--- config.mk ---
export PLATFORM = sky130hd
export DESIGN_NAME = race_time_sort_and_rank_top
export DESIGN_NICKNAME = d
export VERILOG_FILES = /design/src/rtl/rtsr_pkg.sv /design/src/rtl/race_time_sort_and_rank_top.sv /design/src/rtl/rtsr_ram.sv /design/src/rtl/rtsr_dp.sv /design/src/rtl/rtsr_ctrl.sv
export VERILOG_INCLUDE_DIRS = /design/src /design/src/rtl
export SDC_FILE = /design/constraint.sdc
export NUM_CORES = 1
export LEC_CHECK = 0
export ABC_AREA = 1
export BUFFER_PORTS_ARGS = -buffer_cell sky130_fd_sc_hd__buf_4
export CORE_MARGIN = 2
export CORE_UTILIZATION = 56
export DETAILED_ROUTE_END_ITERATION = 7
export PLACE_DENSITY = 0.76
export SETUP_SLACK_MARGIN = 0.15
export SYNTH_ARGS = -nofsm -noshare
export SYNTH_HDL_FRONTEND = slang
export SYNTH_HIERARCHICAL = 1
export SYNTH_SLANG_ARGS = --single-unit
--- constraint.sdc ---
create_clock -name clk -period 3.7 [get_ports clk]
set_input_delay 0.74 -clock clk [delete_from_list [all_inputs] [get_ports clk]]
set_output_delay 0.74 -clock clk [all_outputs]
set_load 0.02 [all_outputs]
--- src/rtl/race_time_sort_and_rank_top_assert.svh ---
// ----------------------------------------------------------------------------
// Race time sort and rank: assertion macros
// Implication checks clocked on clk, held off while rst_n is low.
// ----------------------------------------------------------------------------
`ifndef RACE_TIME_SORT_AND_RANK_TOP_ASSERT_SVH
`define RACE_TIME_SORT_AND_RANK_TOP_ASSERT_SVH

// Same-cycle implication.
`define RTSR_ASSERT_NOW(lbl, ante, cons, msg) \
    lbl: assert property (@(posedge clk) disable iff (!rst_n) (ante) |-> (cons)) \
        else $error(msg);

// Next-cycle implication.
`define RTSR_ASSERT_NEXT(lbl, ante, cons, msg) \
    lbl: assert property (@(posedge clk) disable iff (!rst_n) (ante) |=> (cons)) \
        else $error(msg);

`endif

--- src/rtl/rtsr_pkg.sv ---
// ----------------------------------------------------------------------------
// Race time sort and rank: shared package
// Entry record, field widths and rank limit.
// ----------------------------------------------------------------------------
package rtsr_pkg;

    localparam int ID_W   = 8;
    localparam int TIME_W = 32;
    localparam int RANK_W = 5;

    localparam logic [RANK_W-1:0] RANK_FIRST = 5'd1;
    localparam logic [RANK_W-1:0] RANK_MAX   = 5'd31;

    typedef struct packed {
        logic [ID_W-1:0]   car_id;
        logic [TIME_W-1:0] ftime;
        logic              finished;
    } entry_t;

    localparam int ENTRY_W = $bits(entry_t);

    // Controller to datapath
    typedef struct packed {
        logic store;      // write the input beat at the fill position
        logic rd_en;      // read the store at rd_addr
        logic load_held;  // take read data into the held entry
        logic swap;       // compare held with read data, exchange if held is later
        logic put_held;   // write the held entry at wr_addr
        logic emit;       // present read data as a result
        logic first;      // emitted result is the first of the run
        logic last;       // emitted result is the last of the run
        logic clr_count;  // empty the store for the next race
    } cmd_t;

    // Datapath to controller
    typedef struct packed {
        logic swap_need;  // held time is greater than read time
        logic single;     // exactly one entry stored
    } status_t;

endpackage

--- src/rtl/race_time_sort_and_rank_top.sv ---
// An entry without last_entry leaves busy low, and the next
//   beat may follow at once. The last entry holds busy high through the sort passes
//   and the output run for n stored entries; results stream one per cycle.
// Throughput is set by the exchange pass, one compare per cycle on one store read port.
// Reset (rst_n low, asynchronous) empties the store and returns to idle; results
//   cannot be stalled.
// ----------------------------------------------------------------------------
// Race time sort and rank: top level
// Collects race entries, sorts them by finish time with an exchange sort
// and streams them out with a dense rank.
// ----------------------------------------------------------------------------
`include "race_time_sort_and_rank_top_assert.svh"

module race_time_sort_and_rank_top #(
    parameter int MAX_CARS = 16
) (
    input  logic                        clk,
    input  logic                        rst_n,
    // Input beat: taken when start is high and busy is low
    input  logic                        start,
    output logic                        busy,
    input  logic [rtsr_pkg::ID_W-1:0]   car_id,
    input  logic [rtsr_pkg::TIME_W-1:0] finish_time,
    input  logic                        finished,
    input  logic                        last_entry,
    // Result beat: valid for the single cycle out_strobe is high
    output logic                        out_strobe,
    output logic [rtsr_pkg::ID_W-1:0]   out_car_id,
    output logic [rtsr_pkg::TIME_W-1:0] out_time,
    output logic                        out_finished,
    output logic [rtsr_pkg::RANK_W-1:0] rank,
    output logic                        last_result
);

    localparam int IDX_W = $clog2(MAX_CARS);
    localparam int CNT_W = $clog2(MAX_CARS + 1);

    rtsr_pkg::cmd_t    cmd;
    rtsr_pkg::status_t st;
    logic [IDX_W-1:0]  rd_addr;
    logic [IDX_W-1:0]  wr_addr;
    logic [CNT_W-1:0]  count;

    // Sequence load, sort passes (hold one entry, scan the rest), then the run.
    rtsr_ctrl #(
        .MAX_CARS (MAX_CARS)
    ) u_ctrl (
        .clk        (clk),
        .rst_n      (rst_n),
        .start      (start),
        .last_entry (last_entry),
        .count      (count),
        .st         (st),
        .busy       (busy),
        .cmd        (cmd),
        .rd_addr    (rd_addr),
        .wr_addr    (wr_addr)
    );

    // Store entries, compare and exchange, rank and register each result beat.
    rtsr_dp #(
        .MAX_CARS (MAX_CARS)
    ) u_dp (
        .clk          (clk),
        .rst_n        (rst_n),
        .cmd          (cmd),
        .rd_addr      (rd_addr),
        .wr_addr      (wr_addr),
        .car_id       (car_id),
        .finish_time  (finish_time),
        .finished     (finished),
        .count        (count),
        .st           (st),
        .out_car_id   (out_car_id),
        .out_time     (out_time),
        .out_finished (out_finished),
        .rank         (rank),
        .last_result  (last_result),
        .out_strobe   (out_strobe)
    );

    // A run streams without gaps until its last beat.
    `RTSR_ASSERT_NEXT(a_run_unbroken, out_strobe && !last_result, out_strobe,
        "result run broke off before its last beat")
    // The last beat finds the block idle with an empty store.
    `RTSR_ASSERT_NOW(a_last_clears, out_strobe && last_result, !busy && count == '0,
        "store not cleared after the run")
    // A run opens at rank one.
    `RTSR_ASSERT_NOW(a_first_rank, out_strobe && !$past(out_strobe),
        rank == rtsr_pkg::RANK_FIRST, "run did not open at rank one")
    // The fill count never passes the store depth.
    `RTSR_ASSERT_NOW(a_count_cap, 1'b1, count <= CNT_W'(MAX_CARS),
        "entry count beyond store depth")

endmodule

--- src/rtl/rtsr_ram.sv ---
// ----------------------------------------------------------------------------
// Race time sort and rank: generic RAM
// One write port, one read port with registered read data.
// ----------------------------------------------------------------------------
module rtsr_ram #(
    parameter int WIDTH = 8,
    parameter int DEPTH = 16
) (
    input  logic                     clk,
    input  logic                     wr_en,
    input  logic [$clog2(DEPTH)-1:0] wr_addr,
    input  logic [WIDTH-1:0]         wr_data,
    input  logic                     rd_en,
    input  logic [$clog2(DEPTH)-1:0] rd_addr,
    output logic [WIDTH-1:0]         rd_data
);

    logic [WIDTH-1:0] mem [DEPTH];
    logic [WIDTH-1:0] rd_data_reg;

    always_ff @(posedge clk)
    begin
        if (wr_en)
        begin
            mem[wr_addr] <= wr_data;
        end
        if (rd_en)
        begin
            rd_data_reg <= mem[rd_addr];
        end
    end

    assign rd_data = rd_data_reg;

endmodule

--- src/rtl/rtsr_dp.sv ---
// ----------------------------------------------------------------------------
// Race time sort and rank: datapath
// Entry store, fill count, held entry for the exchange pass, rank and
// result registers.
// ----------------------------------------------------------------------------
module rtsr_dp #(
    parameter int MAX_CARS = 16
) (
    input  logic                                clk,
    input  logic                                rst_n,
    input  rtsr_pkg::cmd_t                      cmd,
    input  logic [$clog2(MAX_CARS)-1:0]         rd_addr,
    input  logic [$clog2(MAX_CARS)-1:0]         wr_addr,
    input  logic [rtsr_pkg::ID_W-1:0]           car_id,
    input  logic [rtsr_pkg::TIME_W-1:0]         finish_time,
    input  logic                                finished,
    output logic [$clog2(MAX_CARS+1)-1:0]       count,
    output rtsr_pkg::status_t                   st,
    output logic [rtsr_pkg::ID_W-1:0]           out_car_id,
    output logic [rtsr_pkg::TIME_W-1:0]         out_time,
    output logic                                out_finished,
    output logic [rtsr_pkg::RANK_W-1:0]         rank,
    output logic                                last_result,
    output logic                                out_strobe
);

    localparam int IDX_W = $clog2(MAX_CARS);
    localparam int CNT_W = $clog2(MAX_CARS + 1);

    logic [CNT_W-1:0]           count_reg, count_next;
    logic                       full;
    rtsr_pkg::entry_t           held_reg;
    rtsr_pkg::entry_t           in_entry;
    rtsr_pkg::entry_t           wr_entry;
    rtsr_pkg::entry_t           rd_entry;
    logic [rtsr_pkg::ENTRY_W-1:0] rd_raw;
    logic                       wr_en;
    logic [IDX_W-1:0]           wr_sel;
    logic [rtsr_pkg::RANK_W-1:0] rank_reg, rank_next;
    logic [rtsr_pkg::TIME_W-1:0] prev_time_reg;
    rtsr_pkg::entry_t           res_reg;
    logic                       last_reg;
    logic                       strobe_reg;

    assign full     = (count_reg == CNT_W'(MAX_CARS));
    assign in_entry = '{car_id: car_id, ftime: finish_time, finished: finished};
    assign rd_entry = rtsr_pkg::entry_t'(rd_raw);

    assign st.swap_need = (held_reg.ftime > rd_entry.ftime);
    assign st.single    = (count_reg == CNT_W'(1));

    // Drop a beat that arrives with the store full.
    always_comb
    begin
        wr_en    = (cmd.store && !full) || (cmd.swap && st.swap_need) || cmd.put_held;
        wr_sel   = cmd.store ? count_reg[IDX_W-1:0] : wr_addr;
        wr_entry = cmd.store ? in_entry : held_reg;
    end

    always_comb
    begin
        count_next = count_reg;
        if (cmd.clr_count)
        begin
            count_next = '0;
        end
        else if (cmd.store && !full)
        begin
            count_next = count_reg + CNT_W'(1);
        end
    end

    always_ff @(posedge clk or negedge rst_n)
    begin
        if (!rst_n)
        begin
            count_reg  <= '0;
            strobe_reg <= 1'b0;
        end
        else
        begin
            count_reg  <= count_next;
            strobe_reg <= cmd.emit;
        end
    end

    rtsr_ram #(
        .WIDTH (rtsr_pkg::ENTRY_W),
        .DEPTH (MAX_CARS)
    ) u_store (
        .clk     (clk),
        .wr_en   (wr_en),
        .wr_addr (wr_sel),
        .wr_data (wr_entry),
        .rd_en   (cmd.rd_en),
        .rd_addr (rd_addr),
        .rd_data (rd_raw)
    );

    // Dense rank: advance on each new distinct time, saturate at the ceiling.
    always_comb
    begin
        if (cmd.first)
        begin
            rank_next = rtsr_pkg::RANK_FIRST;
        end
        else if (rd_entry.ftime != prev_time_reg && rank_reg != rtsr_pkg::RANK_MAX)
        begin
            rank_next = rank_reg + rtsr_pkg::RANK_W'(1);
        end
        else
        begin
            rank_next = rank_reg;
        end
    end

    always_ff @(posedge clk)
    begin
        if (cmd.load_held || (cmd.swap && st.swap_need))
        begin
            held_reg <= rd_entry;
        end
        if (cmd.emit)
        begin
            rank_reg      <= rank_next;
            prev_time_reg <= rd_entry.ftime;
            res_reg       <= rd_entry;
            last_reg      <= cmd.last;
        end
    end

    assign count        = count_reg;
    assign out_car_id   = res_reg.car_id;
    assign out_time     = res_reg.ftime;
    assign out_finished = res_reg.finished;
    assign rank         = rank_reg;
    assign last_result  = last_reg;
    assign out_strobe   = strobe_reg;

endmodule

--- src/rtl/rtsr_ctrl.sv ---
// ----------------------------------------------------------------------------
// Race time sort and rank: controller
// Sequences loading, the exchange sort passes and the output run.
// ----------------------------------------------------------------------------
module rtsr_ctrl #(
    parameter int MAX_CARS = 16
) (
    input  logic                          clk,
    input  logic                          rst_n,
    input  logic                          start,
    input  logic                          last_entry,
    input  logic [$clog2(MAX_CARS+1)-1:0] count,
    input  rtsr_pkg::status_t             st,
    output logic                          busy,
    output rtsr_pkg::cmd_t                cmd,
    output logic [$clog2(MAX_CARS)-1:0]   rd_addr,
    output logic [$clog2(MAX_CARS)-1:0]   wr_addr
);

    localparam int IDX_W = $clog2(MAX_CARS);
    localparam int CNT_W = $clog2(MAX_CARS + 1);

    localparam logic [2:0] S_IDLE  = 3'd0;
    localparam logic [2:0] S_START = 3'd1;
    localparam logic [2:0] S_PISS  = 3'd2;
    localparam logic [2:0] S_PLD   = 3'd3;
    localparam logic [2:0] S_SCAN  = 3'd4;
    localparam logic [2:0] S_PWR   = 3'd5;
    localparam logic [2:0] S_ORD   = 3'd6;
    localparam logic [2:0] S_OEM   = 3'd7;

    logic [2:0]       state_reg, state_next;
    logic [IDX_W-1:0] p_reg, p_next;
    logic [IDX_W-1:0] q_reg, q_next;
    logic             q_end;
    logic             p_end;

    assign q_end = (CNT_W'(q_reg) == count - CNT_W'(1));
    assign p_end = (CNT_W'(p_reg) == count - CNT_W'(2));

    always_comb
    begin
        state_next = state_reg;
        p_next     = p_reg;
        q_next     = q_reg;
        cmd        = '0;
        rd_addr    = q_reg;
        wr_addr    = q_reg;
        case (state_reg)
            S_IDLE:
            begin
                if (start)
                begin
                    cmd.store = 1'b1;
                    if (last_entry)
                    begin
                        state_next = S_START;
                    end
                end
            end
            S_START:
            begin
                p_next = '0;
                q_next = '0;
                state_next = st.single ? S_ORD : S_PISS;
            end
            S_PISS:
            begin
                cmd.rd_en  = 1'b1;
                rd_addr    = p_reg;
                q_next     = p_reg + IDX_W'(1);
                state_next = S_PLD;
            end
            S_PLD:
            begin
                cmd.load_held = 1'b1;
                cmd.rd_en     = 1'b1;
                state_next    = S_SCAN;
            end
            S_SCAN:
            begin
                cmd.swap = 1'b1;
                if (q_end)
                begin
                    state_next = S_PWR;
                end
                else
                begin
                    cmd.rd_en = 1'b1;
                    rd_addr   = q_reg + IDX_W'(1);
                    q_next    = q_reg + IDX_W'(1);
                end
            end
            S_PWR:
            begin
                cmd.put_held = 1'b1;
                wr_addr      = p_reg;
                if (p_end)
                begin
                    q_next     = '0;
                    state_next = S_ORD;
                end
                else
                begin
                    p_next     = p_reg + IDX_W'(1);
                    state_next = S_PISS;
                end
            end
            S_ORD:
            begin
                cmd.rd_en  = 1'b1;
                state_next = S_OEM;
            end
            S_OEM:
            begin
                cmd.emit  = 1'b1;
                cmd.first = (q_reg == '0);
                cmd.last  = q_end;
                if (q_end)
                begin
                    cmd.clr_count = 1'b1;
                    state_next    = S_IDLE;
                end
                else
                begin
                    cmd.rd_en = 1'b1;
                    rd_addr   = q_reg + IDX_W'(1);
                    q_next    = q_reg + IDX_W'(1);
                end
            end
            default:
            begin
                state_next = S_IDLE;
            end
        endcase
    end

    always_ff @(posedge clk or negedge rst_n)
    begin
        if (!rst_n)
        begin
            state_reg <= S_IDLE;
            p_reg     <= '0;
            q_reg     <= '0;
        end
        else
        begin
            state_reg <= state_next;
            p_reg     <= p_next;
            q_reg     <= q_next;
        end
    end

    assign busy = (state_reg != S_IDLE);

endmodule

==> results.py <==
metrics = {
    "route": {
        "first_iter_violations": 2812,
        "avgViaCountPerCell": 5.51,
        "vias": 24335,
        "drt_pre_antenna_iters": 5,
        "drcViolationCount": 0,
        "ant_nets": 0,
        "detailed_route_wire_length_per_cell_um": 19.8,
        "finalWirelength_um": 87700,
    },
    "floorplan": {
        "io-pin-count": 94,
        "placement_rows": 92,
        "die_area_um2": 65700,
        "core_area_um2": 63100,
        "die_h_um": 256,
        "dieWidth_um": 256,
        "initial_utilization": 0.566,
    },
    "global_route": {
        "grt_max_degree": 86,
        "grt_pass1_vias": 23971,
        "antenna_found_initial": 0,
        "grt_overflow_total": 0,
        "grt_usage": 0.267,
        "grt_pass1_wl_um": 135000,
    },
    "critical_path": {
        "crit_chain": "inv_1 > ha_1 > nand2_1 > nor2_1 > nand2_1 > nor2_2 > nand2_1 > nand2_1 > nand3_2 > nand2_1 > nand2_1 > nor2_4 > buf_4",
        "timing.critical_path.arrival_ns": 3.66,
        "worst-path-max-fanout": 11,
        "cp_slowest_stage_delay_ns": 0.48,
        "reg_to_reg_setup_timing_slack_ns": 0.36,
        "critical-path-slowest-cell": "sky130_fd_sc_hd__nor2_4",
        "cpLargestDelayFamily": "simple AND/OR/NAND/NOR gates",
        "startpoint_type": "flip-flop",
        "critPathKind": "reg -> reg",
        "critical_path_buf_inv_count": 2,
        "worstReg2RegEnd": "u_dp/u_store/mem[3][36]",
        "worst_setup_path_end_kind": "flip-flop",
        "worst_ep_required_time_ns": 4.02,
        "cp_common_cell": "sky130_fd_sc_hd__nand2_1",
        "reg2regPathDepth": 13,
        "rr_startpoint": "u_dp/u_store/rd_data[32]",
    },
    "run": {
        "max_cap_violations": 0,
    },
    "run_status": {
        "outcome": "finished clean",
    },
    "placed_design": {
        "placement.cell_area_um2": 37600,
        "post-dp-hpwl_um": 49200,
        "globalplace.congestion": 0.851,
        "portBuffers": 93,
    },
    "hold_path": {
        "type_of_the_worst_min_delay_path": "reg -> reg",
        "cell_depth_of_the_worst_hold_path": 0,
        "hold_path.startpoint": "u_dp/u_store/rd_data[33]",
        "worstHoldEndpoint": "u_dp/out_car_id[0]",
    },
    "pwr": {
        "sum_of_internal_switching_and_leakage_power_mw": 17.7,
        "irDropWorstVdd_v": 0.000323,
        "power.static_leakage_nw": 17.0,
        "p_per_area_nw_per_um2": 441,
    },
    "cts": {
        "clock_tree.root_cell": "sky130_fd_sc_hd__clkbuf_16",
        "tritoncts_num_sinks": 802,
        "cts_max_path_buffers": 3,
        "clock_tree.htree_level_count": 3,
        "clock_network_latency_to_the_later_pin_of_the_worst_skew_pair_ns": 0.62,
        "cts-buffers-inserted": 80,
        "clk_pin_slew_worst_paths_ns": 0.06,
        "tritoncts_clock_tree": "built",
    },
    "final_layout": {
        "largest_reg_flops": 656,
        "area.growth.synth_to_final_pct": 12.5,
        "fin_util": 0.637,
        "most_common_cell_after_layout_fill_and_taps_aside": "sky130_fd_sc_hd__nand2_1",
        "most-common-layout-cells": "1,117 x sky130_fd_sc_hd__nand2_1, 785 x sky130_fd_sc_hd__edfxtp_1, 573 x sky130_fd_sc_hd__inv_1, 520 x sky130_fd_sc_hd__nand3_1, 141 x sky130_fd_sc_hd__buf_4",
        "finish.net_count": 3603,
        "nFillCells": 4725,
        "final_area_um2": 40200,
        "post_route_cells_drive_above_1_share": 0.0926,
        "antennaDiodeCount": 0,
    },
    "timing": {
        "final-setup-viol-count": 0,
        "worst_pin_slew_ns": 0.677,
        "final-max-slew-violation-count": 0,
        "post_route_clock_period_utilization": 0.903,
        "grt_setup_unrepaired": "false",
        "final.setup_skew_ns": 0.0230,
        "slew_headroom": 0.547,
        "final-hold-violation-count": 0,
        "f_max_mhz": 299,
        "period_needed_ns": 3.34,
        "hold-worst-slack_ns": 0.451,
    },
    "logic_synthesis": {
        "syn_area_cell_um2": 10.5,
        "syn_inst": 3404,
        "synth-warning-count": 6,
        "synth.cell_area_um2": 35700,
        "syn_nets": 3496,
    },
}
report_power, final:
part | internal (mW) | switching [mW] | total [mW] | leakage, nW
combinational | 0.0298 | 0.0131 | 0.0430 | 8.50
clock | 4.53 | 3.31 | 7.83 | 1.21
sequential | 9.82 | 0 | 9.82 | 7.31
stage by stage:
stage | setup WS [ns] | setup TNS (ns) | std cells
floorplan | -0.262 | -125.77 | 3404
global placement | 0.436 | 0 | 4274
detailed placement | 0.399 | 0 | 4274
CTS | 0.338 | 0 | 4419
global route | 0.170 | 0 | 4419
finish | 0.361 | 0 | 4419
metal layers:
layer / track usage / vias up / routed length (um)
met5: 0 / - / 0
met4: 0.108 / 0 / 3060
met1: 0.355 / 11545 / 33800
met2: 0.443 / 1317 / 42200
li1: - / 11247 / -
met3: 0.0423 / 226 / 8640
worst max-delay path by stage:
stage	from	end	slack [ns]	cells past startpoint
after global placement	u_dp/u_store/rd_data[32]	u_dp/u_store/mem[3][30]	0.44	13
after detailed placement	u_dp/count[0]	u_dp/u_store/rd_data[37]	0.40	16
after global routing	u_dp/count[0]	u_dp/u_store/rd_data[37]	0.17	18
final	u_dp/u_store/rd_data[32]	u_dp/u_store/mem[3][36]	0.36	13
after CTS	u_dp/u_store/rd_data[32]	u_dp/u_store/mem[3][34]	0.34	13
after floorplan	u_ctrl/state_reg[0]	u_dp/u_store/mem[12][0]	-0.26	10
layout make-up:
cell class / instances / area [um^2] / area share
sequential: 802 / 24000 / 0.598
multi-input combinational: 1869 / 8670 / 0.216
clock buffer: 107 / 2170 / 0.0540
inverter: 584 / 2210 / 0.0549
timing repair buffer: 174 / 1720 / 0.0428
tap: 846 / 1060 / 0.0264
clock inverter: 37 / 337 / 0.00838
repair_timing:
action	CTS	global route
hold endpoints to repair	17	0
gates resized for setup	0	1
endpoints found under the setup margin	0	1
hold buffers	1	0
setup buffers	0	0
Power figures use the tool's default switching activity.
